$ cat src/design/adsr_pkg.sv
// Shared constants, config register codes and control struct for the ADSR envelope.
// Used by every module of the envelope pipeline; depends on nothing else.
`default_nettype none

package adsr_pkg;

  // Default tick counter width.
  localparam int TICK_WIDTH_DEF = 24;

  // Q1.15 value width and the value 1.0.
  localparam int Q_W = 16;
  localparam logic [Q_W-1:0] Q_ONE = 16'h8000;

  // Reset length of every segment, in ticks.
  localparam int LEN_RESET = 100;

  // Config register index width and codes.
  localparam int CFG_IDX_W = 3;

  typedef enum logic [CFG_IDX_W-1:0] {
    CFG_ATTACK  = 3'd0,
    CFG_DECAY   = 3'd1,
    CFG_RELEASE = 3'd2,
    CFG_SUSTAIN = 3'd3,
    CFG_GAIN    = 3'd4
  } adsr_cfg_idx_t;

  // Per-beat control that rides along the divider.
  // fixed: env is base as is; otherwise env = base + q (up) or base - ceil (down).
  typedef struct packed {
    logic           down;
    logic           fixed;
    logic [Q_W-1:0] base;
  } adsr_ctl_t;

  // Clamp a Q1.15 register value to 1.0.
  function automatic logic [Q_W-1:0] sat_q(input logic [Q_W-1:0] v);
    return (v > Q_ONE) ? Q_ONE : v;
  endfunction

endpackage

`default_nettype wire

$ cat src/design/adsr_seg.sv
// Input capture and segment decode: picks attack, decay, sustain or release.
// Depends on adsr_pkg; feeds offset, length, span and control to adsr_mul.
`default_nettype none

module adsr_seg #(
  parameter int TICK_WIDTH = adsr_pkg::TICK_WIDTH_DEF
) (
  input  wire logic                     clk,
  input  wire logic                     rst_n,
  input  wire logic                     in_vld,
  output logic                          in_rdy,
  input  wire logic                     in_released,
  input  wire logic [TICK_WIDTH-1:0]    in_ticks,
  input  wire logic [TICK_WIDTH-1:0]    attack_len,
  input  wire logic [TICK_WIDTH-1:0]    decay_len,
  input  wire logic [TICK_WIDTH-1:0]    release_len,
  input  wire logic [adsr_pkg::Q_W-1:0] sus_lvl,
  output logic                          out_vld,
  input  wire logic                     out_rdy,
  output logic [TICK_WIDTH-1:0]         out_ofs,
  output logic [TICK_WIDTH-1:0]         out_len,
  output logic [adsr_pkg::Q_W-1:0]      out_span,
  output adsr_pkg::adsr_ctl_t           out_ctl
);
  import adsr_pkg::*;

  logic                  cap_vld_r;
  logic                  cap_rel_r;
  logic [TICK_WIDTH-1:0] cap_t_r;
  logic                  dec_vld_r;
  logic [TICK_WIDTH-1:0] ofs_r, ofs_nxt;
  logic [TICK_WIDTH-1:0] len_r, len_nxt;
  logic [Q_W-1:0]        span_r, span_nxt;
  adsr_ctl_t             ctl_r, ctl_nxt;
  logic [TICK_WIDTH:0]   diff;
  logic                  cap_en, dec_en;

  // Advance a stage when it is empty or its beat moves on.
  assign dec_en = !dec_vld_r || out_rdy;
  assign cap_en = !cap_vld_r || dec_en;
  assign in_rdy = cap_en;

  // Capture the input beat.
  always_ff @(posedge clk) begin
    if (!rst_n) begin
      cap_vld_r <= 1'b0;
    end else if (cap_en) begin
      cap_vld_r <= in_vld;
    end
    if (cap_en && in_vld) begin
      cap_rel_r <= in_released;
      cap_t_r   <= in_ticks;
    end
  end

  // Ticks past the end of attack; the top bit flags t below attack.
  assign diff = {1'b0, cap_t_r} - {1'b0, attack_len};

  // Decode the segment into offset, length, span and direction.
  always_comb begin
    ofs_nxt       = '0;
    len_nxt       = '0;
    span_nxt      = '0;
    ctl_nxt.down  = 1'b0;
    ctl_nxt.fixed = 1'b1;
    ctl_nxt.base  = '0;
    if (cap_rel_r) begin
      // Release: sustain down to zero, zero past the end or on empty segment.
      if (!(cap_t_r > release_len || release_len == '0)) begin
        ofs_nxt       = cap_t_r;
        len_nxt       = release_len;
        span_nxt      = sus_lvl;
        ctl_nxt.down  = 1'b1;
        ctl_nxt.fixed = 1'b0;
        ctl_nxt.base  = sus_lvl;
      end
    end else if (!diff[TICK_WIDTH] && diff[TICK_WIDTH-1:0] != '0) begin
      if (diff[TICK_WIDTH-1:0] > decay_len) begin
        // Sustain: hold the level.
        ctl_nxt.base = sus_lvl;
      end else begin
        // Decay: 1.0 down to sustain.
        ofs_nxt       = diff[TICK_WIDTH-1:0];
        len_nxt       = decay_len;
        span_nxt      = Q_ONE - sus_lvl;
        ctl_nxt.down  = 1'b1;
        ctl_nxt.fixed = 1'b0;
        ctl_nxt.base  = Q_ONE;
      end
    end else if (attack_len == '0) begin
      // Empty attack gives its end value.
      ctl_nxt.base = Q_ONE;
    end else begin
      // Attack: zero up to 1.0.
      ofs_nxt       = cap_t_r;
      len_nxt       = attack_len;
      span_nxt      = Q_ONE;
      ctl_nxt.fixed = 1'b0;
    end
  end

  // Hold the decoded beat.
  always_ff @(posedge clk) begin
    if (!rst_n) begin
      dec_vld_r <= 1'b0;
    end else if (dec_en) begin
      dec_vld_r <= cap_vld_r;
    end
    if (dec_en && cap_vld_r) begin
      ofs_r  <= ofs_nxt;
      len_r  <= len_nxt;
      span_r <= span_nxt;
      ctl_r  <= ctl_nxt;
    end
  end

  assign out_vld  = dec_vld_r;
  assign out_ofs  = ofs_r;
  assign out_len  = len_r;
  assign out_span = span_r;
  assign out_ctl  = ctl_r;

endmodule

`default_nettype wire

$ cat src/design/adsr_mul.sv
// Product stage: span times offset, the dividend of the segment blend.
// Depends on adsr_pkg; sits between adsr_seg and adsr_div.
`default_nettype none

module adsr_mul #(
  parameter int TICK_WIDTH = adsr_pkg::TICK_WIDTH_DEF
) (
  input  wire logic                                clk,
  input  wire logic                                rst_n,
  input  wire logic                                in_vld,
  output logic                                     in_rdy,
  input  wire logic [TICK_WIDTH-1:0]               in_ofs,
  input  wire logic [TICK_WIDTH-1:0]               in_len,
  input  wire logic [adsr_pkg::Q_W-1:0]            in_span,
  input  wire adsr_pkg::adsr_ctl_t                 in_ctl,
  output logic                                     out_vld,
  input  wire logic                                out_rdy,
  output logic [adsr_pkg::Q_W+TICK_WIDTH-1:0]      out_prod,
  output logic [TICK_WIDTH-1:0]                    out_len,
  output adsr_pkg::adsr_ctl_t                      out_ctl
);
  import adsr_pkg::*;

  localparam int PW = Q_W + TICK_WIDTH;

  logic                  vld_r;
  logic [PW-1:0]         prod_r, prod_nxt;
  logic [TICK_WIDTH-1:0] len_r;
  adsr_ctl_t             ctl_r;
  logic                  en;

  assign en     = !vld_r || out_rdy;
  assign in_rdy = en;

  // Multiply span by offset at full width.
  assign prod_nxt = PW'(in_span) * PW'(in_ofs);

  always_ff @(posedge clk) begin
    if (!rst_n) begin
      vld_r <= 1'b0;
    end else if (en) begin
      vld_r <= in_vld;
    end
    if (en && in_vld) begin
      prod_r <= prod_nxt;
      len_r  <= in_len;
      ctl_r  <= in_ctl;
    end
  end

  assign out_vld  = vld_r;
  assign out_prod = prod_r;
  assign out_len  = len_r;
  assign out_ctl  = ctl_r;

endmodule

`default_nettype wire

$ cat src/design/adsr_div.sv
// Pipelined restoring divider: one quotient bit per stage, Q_W stages.
// Depends on adsr_pkg; the quotient is known to fit Q_W bits.
`default_nettype none

module adsr_div #(
  parameter int TICK_WIDTH = adsr_pkg::TICK_WIDTH_DEF
) (
  input  wire logic                           clk,
  input  wire logic                           rst_n,
  input  wire logic                           in_vld,
  output logic                                in_rdy,
  input  wire logic [adsr_pkg::Q_W+TICK_WIDTH-1:0] in_prod,
  input  wire logic [TICK_WIDTH-1:0]          in_len,
  input  wire adsr_pkg::adsr_ctl_t            in_ctl,
  output logic                                out_vld,
  input  wire logic                           out_rdy,
  output logic [adsr_pkg::Q_W-1:0]            out_quo,
  output logic                                out_rem_nz,
  output adsr_pkg::adsr_ctl_t                 out_ctl
);
  import adsr_pkg::*;

  localparam int STEPS = Q_W;

  // Stage boundaries: index 0 is the input, index k+1 the register of stage k.
  logic                  vld_a [0:STEPS];
  logic                  rdy_a [0:STEPS];
  logic [TICK_WIDTH-1:0] rem_a [0:STEPS];
  logic [Q_W-1:0]        wrd_a [0:STEPS];
  logic [TICK_WIDTH-1:0] len_a [0:STEPS];
  adsr_ctl_t             ctl_a [0:STEPS];

  // High part starts as the partial remainder; low part shifts in quotient bits.
  assign vld_a[0]     = in_vld;
  assign in_rdy       = rdy_a[0];
  assign rem_a[0]     = in_prod[Q_W+TICK_WIDTH-1:Q_W];
  assign wrd_a[0]     = in_prod[Q_W-1:0];
  assign len_a[0]     = in_len;
  assign ctl_a[0]     = in_ctl;
  assign rdy_a[STEPS] = out_rdy;

  for (genvar k = 0; k < STEPS; k++) begin : g_step
    logic                  vld_r;
    logic [TICK_WIDTH-1:0] rem_r, rem_nxt;
    logic [Q_W-1:0]        wrd_r, wrd_nxt;
    logic [TICK_WIDTH-1:0] len_r;
    adsr_ctl_t             ctl_r;
    logic [TICK_WIDTH:0]   trial;
    logic [TICK_WIDTH:0]   diff;
    logic                  ge;
    logic                  en;

    assign en       = !vld_r || rdy_a[k+1];
    assign rdy_a[k] = en;

    // Bring down the next dividend bit and try a subtract.
    assign trial   = {rem_a[k], wrd_a[k][Q_W-1]};
    assign diff    = trial - {1'b0, len_a[k]};
    assign ge      = trial >= {1'b0, len_a[k]};
    assign rem_nxt = ge ? diff[TICK_WIDTH-1:0] : trial[TICK_WIDTH-1:0];
    assign wrd_nxt = {wrd_a[k][Q_W-2:0], ge};

    always_ff @(posedge clk) begin
      if (!rst_n) begin
        vld_r <= 1'b0;
      end else if (en) begin
        vld_r <= vld_a[k];
      end
      if (en && vld_a[k]) begin
        rem_r <= rem_nxt;
        wrd_r <= wrd_nxt;
        len_r <= len_a[k];
        ctl_r <= ctl_a[k];
      end
    end

    assign vld_a[k+1] = vld_r;
    assign rem_a[k+1] = rem_r;
    assign wrd_a[k+1] = wrd_r;
    assign len_a[k+1] = len_r;
    assign ctl_a[k+1] = ctl_r;
  end

  assign out_vld    = vld_a[STEPS];
  assign out_quo    = wrd_a[STEPS];
  assign out_rem_nz = rem_a[STEPS] != '0;
  assign out_ctl    = ctl_a[STEPS];

endmodule

`default_nettype wire

$ cat src/design/adsr_out.sv
// Envelope finish and gain scaling; the gain product register is the output register.
// Depends on adsr_pkg; takes the quotient from adsr_div.
`default_nettype none

module adsr_out (
  input  wire logic                      clk,
  input  wire logic                      rst_n,
  input  wire logic                      in_vld,
  output logic                           in_rdy,
  input  wire logic [adsr_pkg::Q_W-1:0]  in_quo,
  input  wire logic                      in_rem_nz,
  input  wire adsr_pkg::adsr_ctl_t       in_ctl,
  input  wire logic [adsr_pkg::Q_W-1:0]  gain,
  output logic                           out_vld,
  input  wire logic                      out_rdy,
  output logic [adsr_pkg::Q_W-1:0]       out_amp
);
  import adsr_pkg::*;

  logic               env_vld_r;
  logic [Q_W-1:0]     env_r, env_nxt;
  logic               prod_vld_r;
  logic [2*Q_W-1:0]   prod_r, prod_nxt;
  logic               env_en, prod_en;

  assign prod_en = !prod_vld_r || out_rdy;
  assign env_en  = !env_vld_r || prod_en;
  assign in_rdy  = env_en;

  // Fixed beats take the base as is; rising segments add the floor; falling ones take off the ceiling.
  always_comb begin
    if (in_ctl.fixed) begin
      env_nxt = in_ctl.base;
    end else if (in_ctl.down) begin
      env_nxt = in_ctl.base - in_quo - Q_W'(in_rem_nz);
    end else begin
      env_nxt = in_ctl.base + in_quo;
    end
  end

  always_ff @(posedge clk) begin
    if (!rst_n) begin
      env_vld_r <= 1'b0;
    end else if (env_en) begin
      env_vld_r <= in_vld;
    end
    if (env_en && in_vld) begin
      env_r <= env_nxt;
    end
  end

  // Scale by gain; hold the product until the beat is taken.
  assign prod_nxt = {{Q_W{1'b0}}, env_r} * {{Q_W{1'b0}}, gain};

  always_ff @(posedge clk) begin
    if (!rst_n) begin
      prod_vld_r <= 1'b0;
    end else if (prod_en) begin
      prod_vld_r <= env_vld_r;
    end
    if (prod_en && env_vld_r) begin
      prod_r <= prod_nxt;
    end
  end

  assign out_vld = prod_vld_r;
  assign out_amp = prod_r[2*Q_W-2:Q_W-1];

endmodule

`default_nettype wire

$ cat src/design/adsr_envelope_amplitude.sv
// Top level of the linear ADSR envelope: config registers and the pipeline chain.
// Depends on adsr_pkg, adsr_seg, adsr_mul, adsr_div and adsr_out.
//
//   channel   direction  handshake            payload
//   in_       sink       in_valid / in_stall  in_note_released, in_elapsed_ticks
//   out_      source     out_valid/out_stall  out_amplitude
//   cfg_      sink       cfg_wr_en            cfg_index, cfg_wdata
//
// One beat enters per cycle while in_stall is low. Registers in order: capture, decode,
// product, one per quotient bit of the 16-stage divider, envelope finish, gain product.
// Reset (synchronous, rst_n low) empties the pipeline and loads the config defaults;
// there is no clearing pass. Bubbles collapse: in_stall rises only when every stage
// holds a beat and out_stall is high, and a stalled result holds in the output register.
`default_nettype none

module adsr_envelope_amplitude #(
  parameter int TICK_WIDTH = adsr_pkg::TICK_WIDTH_DEF
) (
  input  wire logic                                     clk,
  input  wire logic                                     rst_n,
  input  wire logic                                     in_valid,
  output logic                                          in_stall,
  input  wire logic                                     in_note_released,
  input  wire logic [TICK_WIDTH-1:0]                    in_elapsed_ticks,
  output logic                                          out_valid,
  input  wire logic                                     out_stall,
  output logic [adsr_pkg::Q_W-1:0]                      out_amplitude,
  input  wire logic                                     cfg_wr_en,
  input  wire logic [adsr_pkg::CFG_IDX_W-1:0]           cfg_index,
  input  wire logic [(TICK_WIDTH > adsr_pkg::Q_W ? TICK_WIDTH : adsr_pkg::Q_W)-1:0] cfg_wdata
);
  import adsr_pkg::*;

  localparam int PW = Q_W + TICK_WIDTH;

  logic [TICK_WIDTH-1:0] attack_r;
  logic [TICK_WIDTH-1:0] decay_r;
  logic [TICK_WIDTH-1:0] release_r;
  logic [Q_W-1:0]        sustain_r;
  logic [Q_W-1:0]        gain_r;
  logic [Q_W-1:0]        sus_sat;
  logic [Q_W-1:0]        gain_sat;

  logic                  seg_in_rdy;
  logic                  seg_vld, mul_rdy;
  logic [TICK_WIDTH-1:0] seg_ofs, seg_len;
  logic [Q_W-1:0]        seg_span;
  adsr_ctl_t             seg_ctl;

  logic                  mul_vld, div_rdy;
  logic [PW-1:0]         mul_prod;
  logic [TICK_WIDTH-1:0] mul_len;
  adsr_ctl_t             mul_ctl;

  logic                  div_vld, fin_rdy;
  logic [Q_W-1:0]        div_quo;
  logic                  div_rem_nz;
  adsr_ctl_t             div_ctl;

  // Config registers; writes to unused indexes drop.
  always_ff @(posedge clk) begin
    if (!rst_n) begin
      attack_r  <= TICK_WIDTH'(LEN_RESET);
      decay_r   <= TICK_WIDTH'(LEN_RESET);
      release_r <= TICK_WIDTH'(LEN_RESET);
      sustain_r <= Q_ONE;
      gain_r    <= Q_ONE;
    end else if (cfg_wr_en) begin
      case (cfg_index)
        CFG_ATTACK:  attack_r  <= cfg_wdata[TICK_WIDTH-1:0];
        CFG_DECAY:   decay_r   <= cfg_wdata[TICK_WIDTH-1:0];
        CFG_RELEASE: release_r <= cfg_wdata[TICK_WIDTH-1:0];
        CFG_SUSTAIN: sustain_r <= cfg_wdata[Q_W-1:0];
        CFG_GAIN:    gain_r    <= cfg_wdata[Q_W-1:0];
        default: begin
        end
      endcase
    end
  end

  // Clamp levels above 1.0.
  assign sus_sat  = sat_q(sustain_r);
  assign gain_sat = sat_q(gain_r);

  assign in_stall = !seg_in_rdy;

  adsr_seg #(
    .TICK_WIDTH (TICK_WIDTH)
  ) u_seg (
    .clk         (clk),
    .rst_n       (rst_n),
    .in_vld      (in_valid),
    .in_rdy      (seg_in_rdy),
    .in_released (in_note_released),
    .in_ticks    (in_elapsed_ticks),
    .attack_len  (attack_r),
    .decay_len   (decay_r),
    .release_len (release_r),
    .sus_lvl     (sus_sat),
    .out_vld     (seg_vld),
    .out_rdy     (mul_rdy),
    .out_ofs     (seg_ofs),
    .out_len     (seg_len),
    .out_span    (seg_span),
    .out_ctl     (seg_ctl)
  );

  adsr_mul #(
    .TICK_WIDTH (TICK_WIDTH)
  ) u_mul (
    .clk      (clk),
    .rst_n    (rst_n),
    .in_vld   (seg_vld),
    .in_rdy   (mul_rdy),
    .in_ofs   (seg_ofs),
    .in_len   (seg_len),
    .in_span  (seg_span),
    .in_ctl   (seg_ctl),
    .out_vld  (mul_vld),
    .out_rdy  (div_rdy),
    .out_prod (mul_prod),
    .out_len  (mul_len),
    .out_ctl  (mul_ctl)
  );

  adsr_div #(
    .TICK_WIDTH (TICK_WIDTH)
  ) u_div (
    .clk        (clk),
    .rst_n      (rst_n),
    .in_vld     (mul_vld),
    .in_rdy     (div_rdy),
    .in_prod    (mul_prod),
    .in_len     (mul_len),
    .in_ctl     (mul_ctl),
    .out_vld    (div_vld),
    .out_rdy    (fin_rdy),
    .out_quo    (div_quo),
    .out_rem_nz (div_rem_nz),
    .out_ctl    (div_ctl)
  );

  adsr_out u_out (
    .clk       (clk),
    .rst_n     (rst_n),
    .in_vld    (div_vld),
    .in_rdy    (fin_rdy),
    .in_quo    (div_quo),
    .in_rem_nz (div_rem_nz),
    .in_ctl    (div_ctl),
    .gain      (gain_sat),
    .out_vld   (out_valid),
    .out_rdy   (!out_stall),
    .out_amp   (out_amplitude)
  );

endmodule

`default_nettype wire
$ cat config.mk
export PLATFORM = sky130hd
export DESIGN_NAME = adsr_envelope_amplitude
export DESIGN_NICKNAME = d
export VERILOG_FILES = /design/src/design/adsr_pkg.sv /design/src/design/adsr_seg.sv /design/src/design/adsr_mul.sv /design/src/design/adsr_div.sv /design/src/design/adsr_out.sv /design/src/design/adsr_envelope_amplitude.sv
export SDC_FILE = /design/constraint.sdc
export NUM_CORES = 2
export LEC_CHECK = 0
export ABC_AREA = 0
export BUFFER_PORTS_ARGS = -buffer_cell sky130_fd_sc_hd__buf_2
export CORE_AREA = 3 3 429 431
export CTS_CLUSTER_SIZE = 40
export DETAILED_ROUTE_END_ITERATION = 10
export DIE_AREA = 0 0 432 434
export PLACE_DENSITY = 0.7
export SYNTH_ARGS = -nofsm -noshare
export SYNTH_HDL_FRONTEND = slang
export SYNTH_SLANG_ARGS = --single-unit
$ cat constraint.sdc
create_clock -name clk -period 20.4 [get_ports clk]
set_clock_uncertainty 0.1 [all_clocks]
set_input_delay 4.08 -clock clk [delete_from_list [all_inputs] [get_ports clk]]
set_output_delay 4.08 -clock clk [all_outputs]
set_load 0.02 [all_outputs]
## Yosys cells after proc, flatten, opt, wreduce, memory -nomap -nowiden

Index checks and enable logic that the tools add are counted.

- Output and inout bits: 18
- Memory bits (writable): 0
- Bits in read-only memories: 0
- Latch bits: 0
- Word-level logic and storage cells: 304
- Flip-flop bits (word level): 1649
- Memories: 0
- Bits of input ports: 57

- Reduce and logical (&&, ||, !) cells: 78
- Div/mod/pow operators: 0
- Muxes and demuxes: 43
- Shifts and indexed selects: 0
- Multipliers: 2
- Order comparisons: 20
- Add/subtract/negate cells: 21
- Equality and inequality tests: 4
- Bitwise gates (word level): 0

Operators by type and width:

| operator | number |
|---|---|
| 24-bit two-way mux | 26 |
| 25-bit by 24-bit >= comparator with 1-bit output | 16 |
| 24-bit subtractor | 16 |
| 16-bit two-way mux | 11 |
| 24-bit > comparator | 2 |
| 24-bit logical NOT | 2 |
| 24-bit nonzero test | 2 |
| 16-bit by 24-bit multiplier with 40-bit output | 1 |
| 18-bit two-way mux | 2 |
| 16-bit > comparator, second input constant | 2 |
| 16-bit by 16-bit multiplier with 31-bit output | 1 |
| 24-bit by 24-bit subtractor with 25-bit output | 1 |
| 1-bit logical NOT | 24 |
| 1-bit logical AND | 22 |
| 1-bit logical OR | 22 |
| 17-bit two-way mux | 1 |
| 16-bit adder | 1 |
| 16-bit by 1-bit subtractor with 16-bit output | 1 |
| 16-bit subtractor | 1 |
| 16-bit subtractor, first input constant | 1 |
| 2-bit AND reduction | 5 |
| 3-bit by 2-bit == test with 1-bit output, second input constant | 2 |
| 3-bit by 1-bit == test with 1-bit output, second input constant | 1 |
| 3-bit == test, second input constant | 1 |
| 3 further kinds | 4 |

## Longest topological paths before layout

- Depth after elaboration: 23
- Mapped depth: 28
- Depth with buffers taken out: 27

## Hierarchy

Synthesis repeated with hierarchy kept, for this count alone.

- Cell total of the unflattened synthesis: 9036
- Area, all modules: 102067.9 sq um

By module, submodules not included:

| module | cells each | sequential area each (sq um) | area each (sq um) | times used |
|---|---|---|---|---|
| adsr_div | 5005 | 38997.4 | 63741.1 | 1 |
| adsr_mul | 1546 | 2482.4 | 14949.3 | 1 |
| adsr_out | 1258 | 1001.0 | 11185.7 | 1 |
| adsr_seg | 817 | 3253.1 | 8045.2 | 1 |
| adsr_envelope_amplitude | 410 | 2082.0 | 4146.5 | 1 |

## Worst setup path before layout

No wires, ideal clock.

- Path type: input-to-reg
- Start: in out_stall
- End: reg u_div.g_step[7].ctl_r, in the netlist u_div.ctl_a[144], enable pin
- Setup slack: 8.802 ns
- Data required time: 19.652 ns
- Arrival time: 10.850 ns
- Buffers on the path: 0
- Setup time: 0.648 ns
- Cell stages on the path: 6
- Path through: and3_1 -> and2_1 -> and3_1 -> nand3_1 -> nor2_1 -> a21boi_0

- Cells in the longest elaborated chain, start to end: 13

Ends and longest elaborated chain:

| what | RTL line | RTL |
|---|---|---|
| start, declared | adsr_envelope_amplitude.sv:26 | `input wire logic out_stall,` |
| 1-bit logical NOT | adsr_envelope_amplitude.sv:153 | `.out_rdy (!out_stall),` |
| 1-bit logical OR | adsr_out.sv:26 | `assign prod_en = !prod_vld_r \|\| out_rdy;` |
| 1-bit logical OR | adsr_out.sv:27 | `assign env_en = !env_vld_r \|\| prod_en;` |
| 1-bit logical OR (9 in a row) | adsr_div.sv:53 | `assign en = !vld_r \|\| rdy_a[k+1];` |
| 1-bit logical AND | adsr_div.sv:69 | `if (en && vld_a[k]) begin` |
| end signal, assigned | adsr_div.sv:73 | `ctl_r <= ctl_a[k];` |
| end, declared | adsr_div.sv:47 | `adsr_ctl_t ctl_r;` |

Every way passes these cells.
A chain may end at the register's enable or synchronous reset.

## Worst setup path in the final report

- Start: in out_stall
- End: out in_stall

- Cells in the longest elaborated chain, start to end: 23

Ends and longest elaborated chain:

| what | RTL line | RTL |
|---|---|---|
| 1-bit logical NOT | adsr_envelope_amplitude.sv:153 |  |
| 1-bit logical OR | adsr_out.sv:26 |  |
| 1-bit logical OR | adsr_out.sv:27 |  |
| 1-bit logical OR (16 in a row) | adsr_div.sv:53 |  |
| 1-bit logical OR | adsr_mul.sv:32 | `assign en = !vld_r \|\| out_rdy;` |
| 1-bit logical OR | adsr_seg.sv:39 | `assign dec_en = !dec_vld_r \|\| out_rdy;` |
| 1-bit logical OR | adsr_seg.sv:40 | `assign cap_en = !cap_vld_r \|\| dec_en;` |
| 1-bit logical NOT | adsr_envelope_amplitude.sv:85 | `assign in_stall = !seg_in_rdy;` |
| end, declared | adsr_envelope_amplitude.sv:22 | `output logic in_stall,` |

Every way passes these cells.

==> metrics.txt <==
largest area contributor in the netlist edfxtp_1; clock buffer depth 3; Hold Crit Class register to register; clk sinks 1634; DIE AREA 187000 um2; unique cell type count in the Yosys netlist between 80 and 90; maximum VDD drop 191 uV; Worst Path Arrival 6810 ps; Hold Vio Cnt, Final 0; setup TNS 0 ps; Inserted Clock Buffers 173; dpl hpwl approximately 160 mm; Comb pwr share 30.8%; Slew @ Worst Pin 1330 ps; Clk pin slew, worst setup/hold paths approximately 60 ps; net switching power approximately 3.3 mW; largest net degree at the start of global routing 126; DR vias 64100; DIE HEIGHT around 430 um; GR Util All Layers 23.7%; DRC viols 0; vias in the first global route 64700; Largest stage delay, worst path 460 ps; R2R setup slack 11830 ps; critical path depth in cells 10; worst-path fanout max 5; multi-input logic area 45900 um2; router iterations before antenna repair 7; Ports 75; Antenna Nets Post-Route 0; most frequent cell after synthesis edfxtp_1; initial drt markers 5121; slowest CP cell nor3_1; reg2reg start gain_r[15]$_SDFFE_PN1P_; Initial Util 54.8%; Pwr Density 95.9 nW/um2; unrepaired setup endpoints after global routing no; CP delay by family, top simple AND/OR/NAND/NOR gates; vias per cell 5.73; synth cell count leaders edfxtp_1 (1509), inv_1 (1234), nand2_1 (834), ha_1 (709), fa_1 (518); min-delay src u_div.ctl_a[198]$_DFFE_PP_; Seq cells post-synth 1634; CTS Hold Bufs 0; Final Cycle Share 53.8%; Leak Pwr 43.9 nW; Max-Cap Viols 0; DIE WIDTH 432 um; Worst R2R Path Depth 26; number of synthesized flops with an enable pin 1509; Pint 7.10 mW; post-synthesis async set-or-reset flop share 0%; post-CTS sizing 0; Skew-Pair Late Insertion Delay 820 ps; worst hold path depth 0; clock group share of total power 31.3%; root buf cell clkbuf_16; Post-synth top flop edfxtp_1; post-layout net count 9964; crit end category output port; Syn Std Cell Area 99000 um2; final setup violation count 0; share of cells above drive strength 1 8.17%; Worst Setup Path Type input pin to output port; outcome complete, no violations; Critical path origin out_stall; post-CTS setup buffer count 0; Worst EP required 16220 ps; CP startpoint kind input pin; Sw Ratio 31.5%; initial antenna violation count 4; post-synth top area share 45.8%; grt total ovfl 0; top cells by area, synth edfxtp_1 (46%), fa_1 (10%), ha_1 (9.0%), inv_1 (4.7%), nand2_1 (3.2%); Mapped Cells 8583; fill count 14200; Register Area approximately 48000 um2; CTS tree done; most used cell, CP and3_1; Mapped Nets 9867; Slew Limit Fails 0; IO buf count 74; GPL Wtd Cong 0.924; post-layout min period between 10000 and 15000 ps; Routed WL around 220 mm; Slew HR 11.5%; sequential share of power 37.9%; syn avg cell area about 12 um2; Area growth, synth to finish 9.15%; total power after layout 10.4 mW; first-pass GRT wire length 351 mm; Max Clock Freq approximately 0.091 GHz; worst-path cell chain buf_2 > and3_1 > and2_1 > and3_1 > nand2_1 > nor3_1 > and4_1 > and3_1 > and2_1 > buf_2; Avg WL per Cell 19.8 um; sequential fraction of the synthesis area roughly 48%; Core ar. 181000 um2; row count 156; Syn. warnings 0; Buf+Inv Stages, Crit Path 2; # H-tree levels 4
[cells by family after synthesis]
group	count (synthesis)	share of synthesized area, %
buffers and inverters	1445	5.55
and+or+nand+nor	2163	10.7
DFF	1634	48.3
AOI/OAI and AO/OA	1506	10.0
adders and majority gates	1227	19.4
xor gates and xnor gates	340	3.01
muxes	268	3.00
[metal layers]
| layer | up-vias | track usage (%) | wire length, um |
|---|---|---|---|
| met5 | - | 0 | 35 |
| met2 | 1996 | 39.5 | 106000 |
| li1 | 30200 | - | - |
| met4 | 6 | 7.21 | 6240 |
| met3 | 400 | 3.65 | 14000 |
| met1 | 31400 | 32.1 | 95700 |
[power groups by stage]
stage | logic, mW | clock network (mW) | registers, mW
after floorplan | 2.44 | 0 | 3.94
after global placement | 3.07 | 0 | 3.99
after detailed placement | 3.15 | 0 | 3.99
after CTS | 3.18 | 3.32 | 3.92
after global routing | 3.61 | 3.44 | 3.92
final | 3.20 | 3.24 | 3.92
[layout by cell type, fill, tap and decap left out, drive strengths merged, types with 174 or more instances in the layout]
cell,Yosys,routed
ha,709,709
o21ai,332,332
clkbuf,174,208
nand2,834,834
nor2,299,299
fa,518,518
a21oi,350,350
a21o,174,174
mux2,232,232
inv,1234,1244
and2,222,222
xnor2,220,220
edfxtp,1509,1509
[stage by stage]
| step | area (um2) | util (%) | setup WS, ps | hold WS [ps] | instances |
|---|---|---|---|---|---|
| after floorplan | 99000 | - | 8800 | 300 | 8583 |
| after global placement | 102000 | 56.5 | 9450 | 300 | 10900 |
| after detailed placement | 102000 | 56.5 | 9410 | 305 | 10900 |
| after CTS | 108000 | 59.8 | 9400 | 272 | 11200 |
| after global routing | 108000 | 59.8 | 9250 | 281 | 11200 |
| final | 108000 | 59.8 | 9410 | 279 | 11200 |
[flip-flops by register name (all words and copies together) (netlist names), 15 cells and up]
signal and flops:
attack_r 24, decay_r 24, gain_r 16, release_r 24, sustain_r 16, u_div.ctl_a 270
u_div.g_step.len_r 360, u_div.g_step.rem_r 384, u_div.g_step.vld_r 15, u_div.g_step.wrd_r 240, u_div.out_ctl 18, u_div.out_quo 16
u_mul.out_ctl 18, u_mul.out_len 24, u_mul.out_prod 40, u_out.env_r 16, u_out.prod_r 16, u_seg.cap_t_r 24
u_seg.out_ctl 18, u_seg.out_len 24, u_seg.out_ofs 24, u_seg.out_span 16
[cell type report]
cell class                      instances  area share, %
Multi-Input combinational cell       5504           42.5
Sequential cell                      1634           44.3
Clock buffer                          208           4.21
Antenna cell                            1        0.00232
Inverter                             1234           4.29
Tap cell                             2370           2.74
Timing Repair Buffer                  133          0.755
Clock inverter                        110           1.28
[path summary, 6_finish.rpt]
| check | to |
|---|---|
| setup / recovery | in_stall |
| hold / removal | u_div.ctl_a[180]$_DFFE_PP_ |
| setup reg to reg | u_out.prod_r[30]$_DFFE_PP_ |
| hold reg to reg | u_div.ctl_a[180]$_DFFE_PP_ |
(Power assumes the default switching activity.)
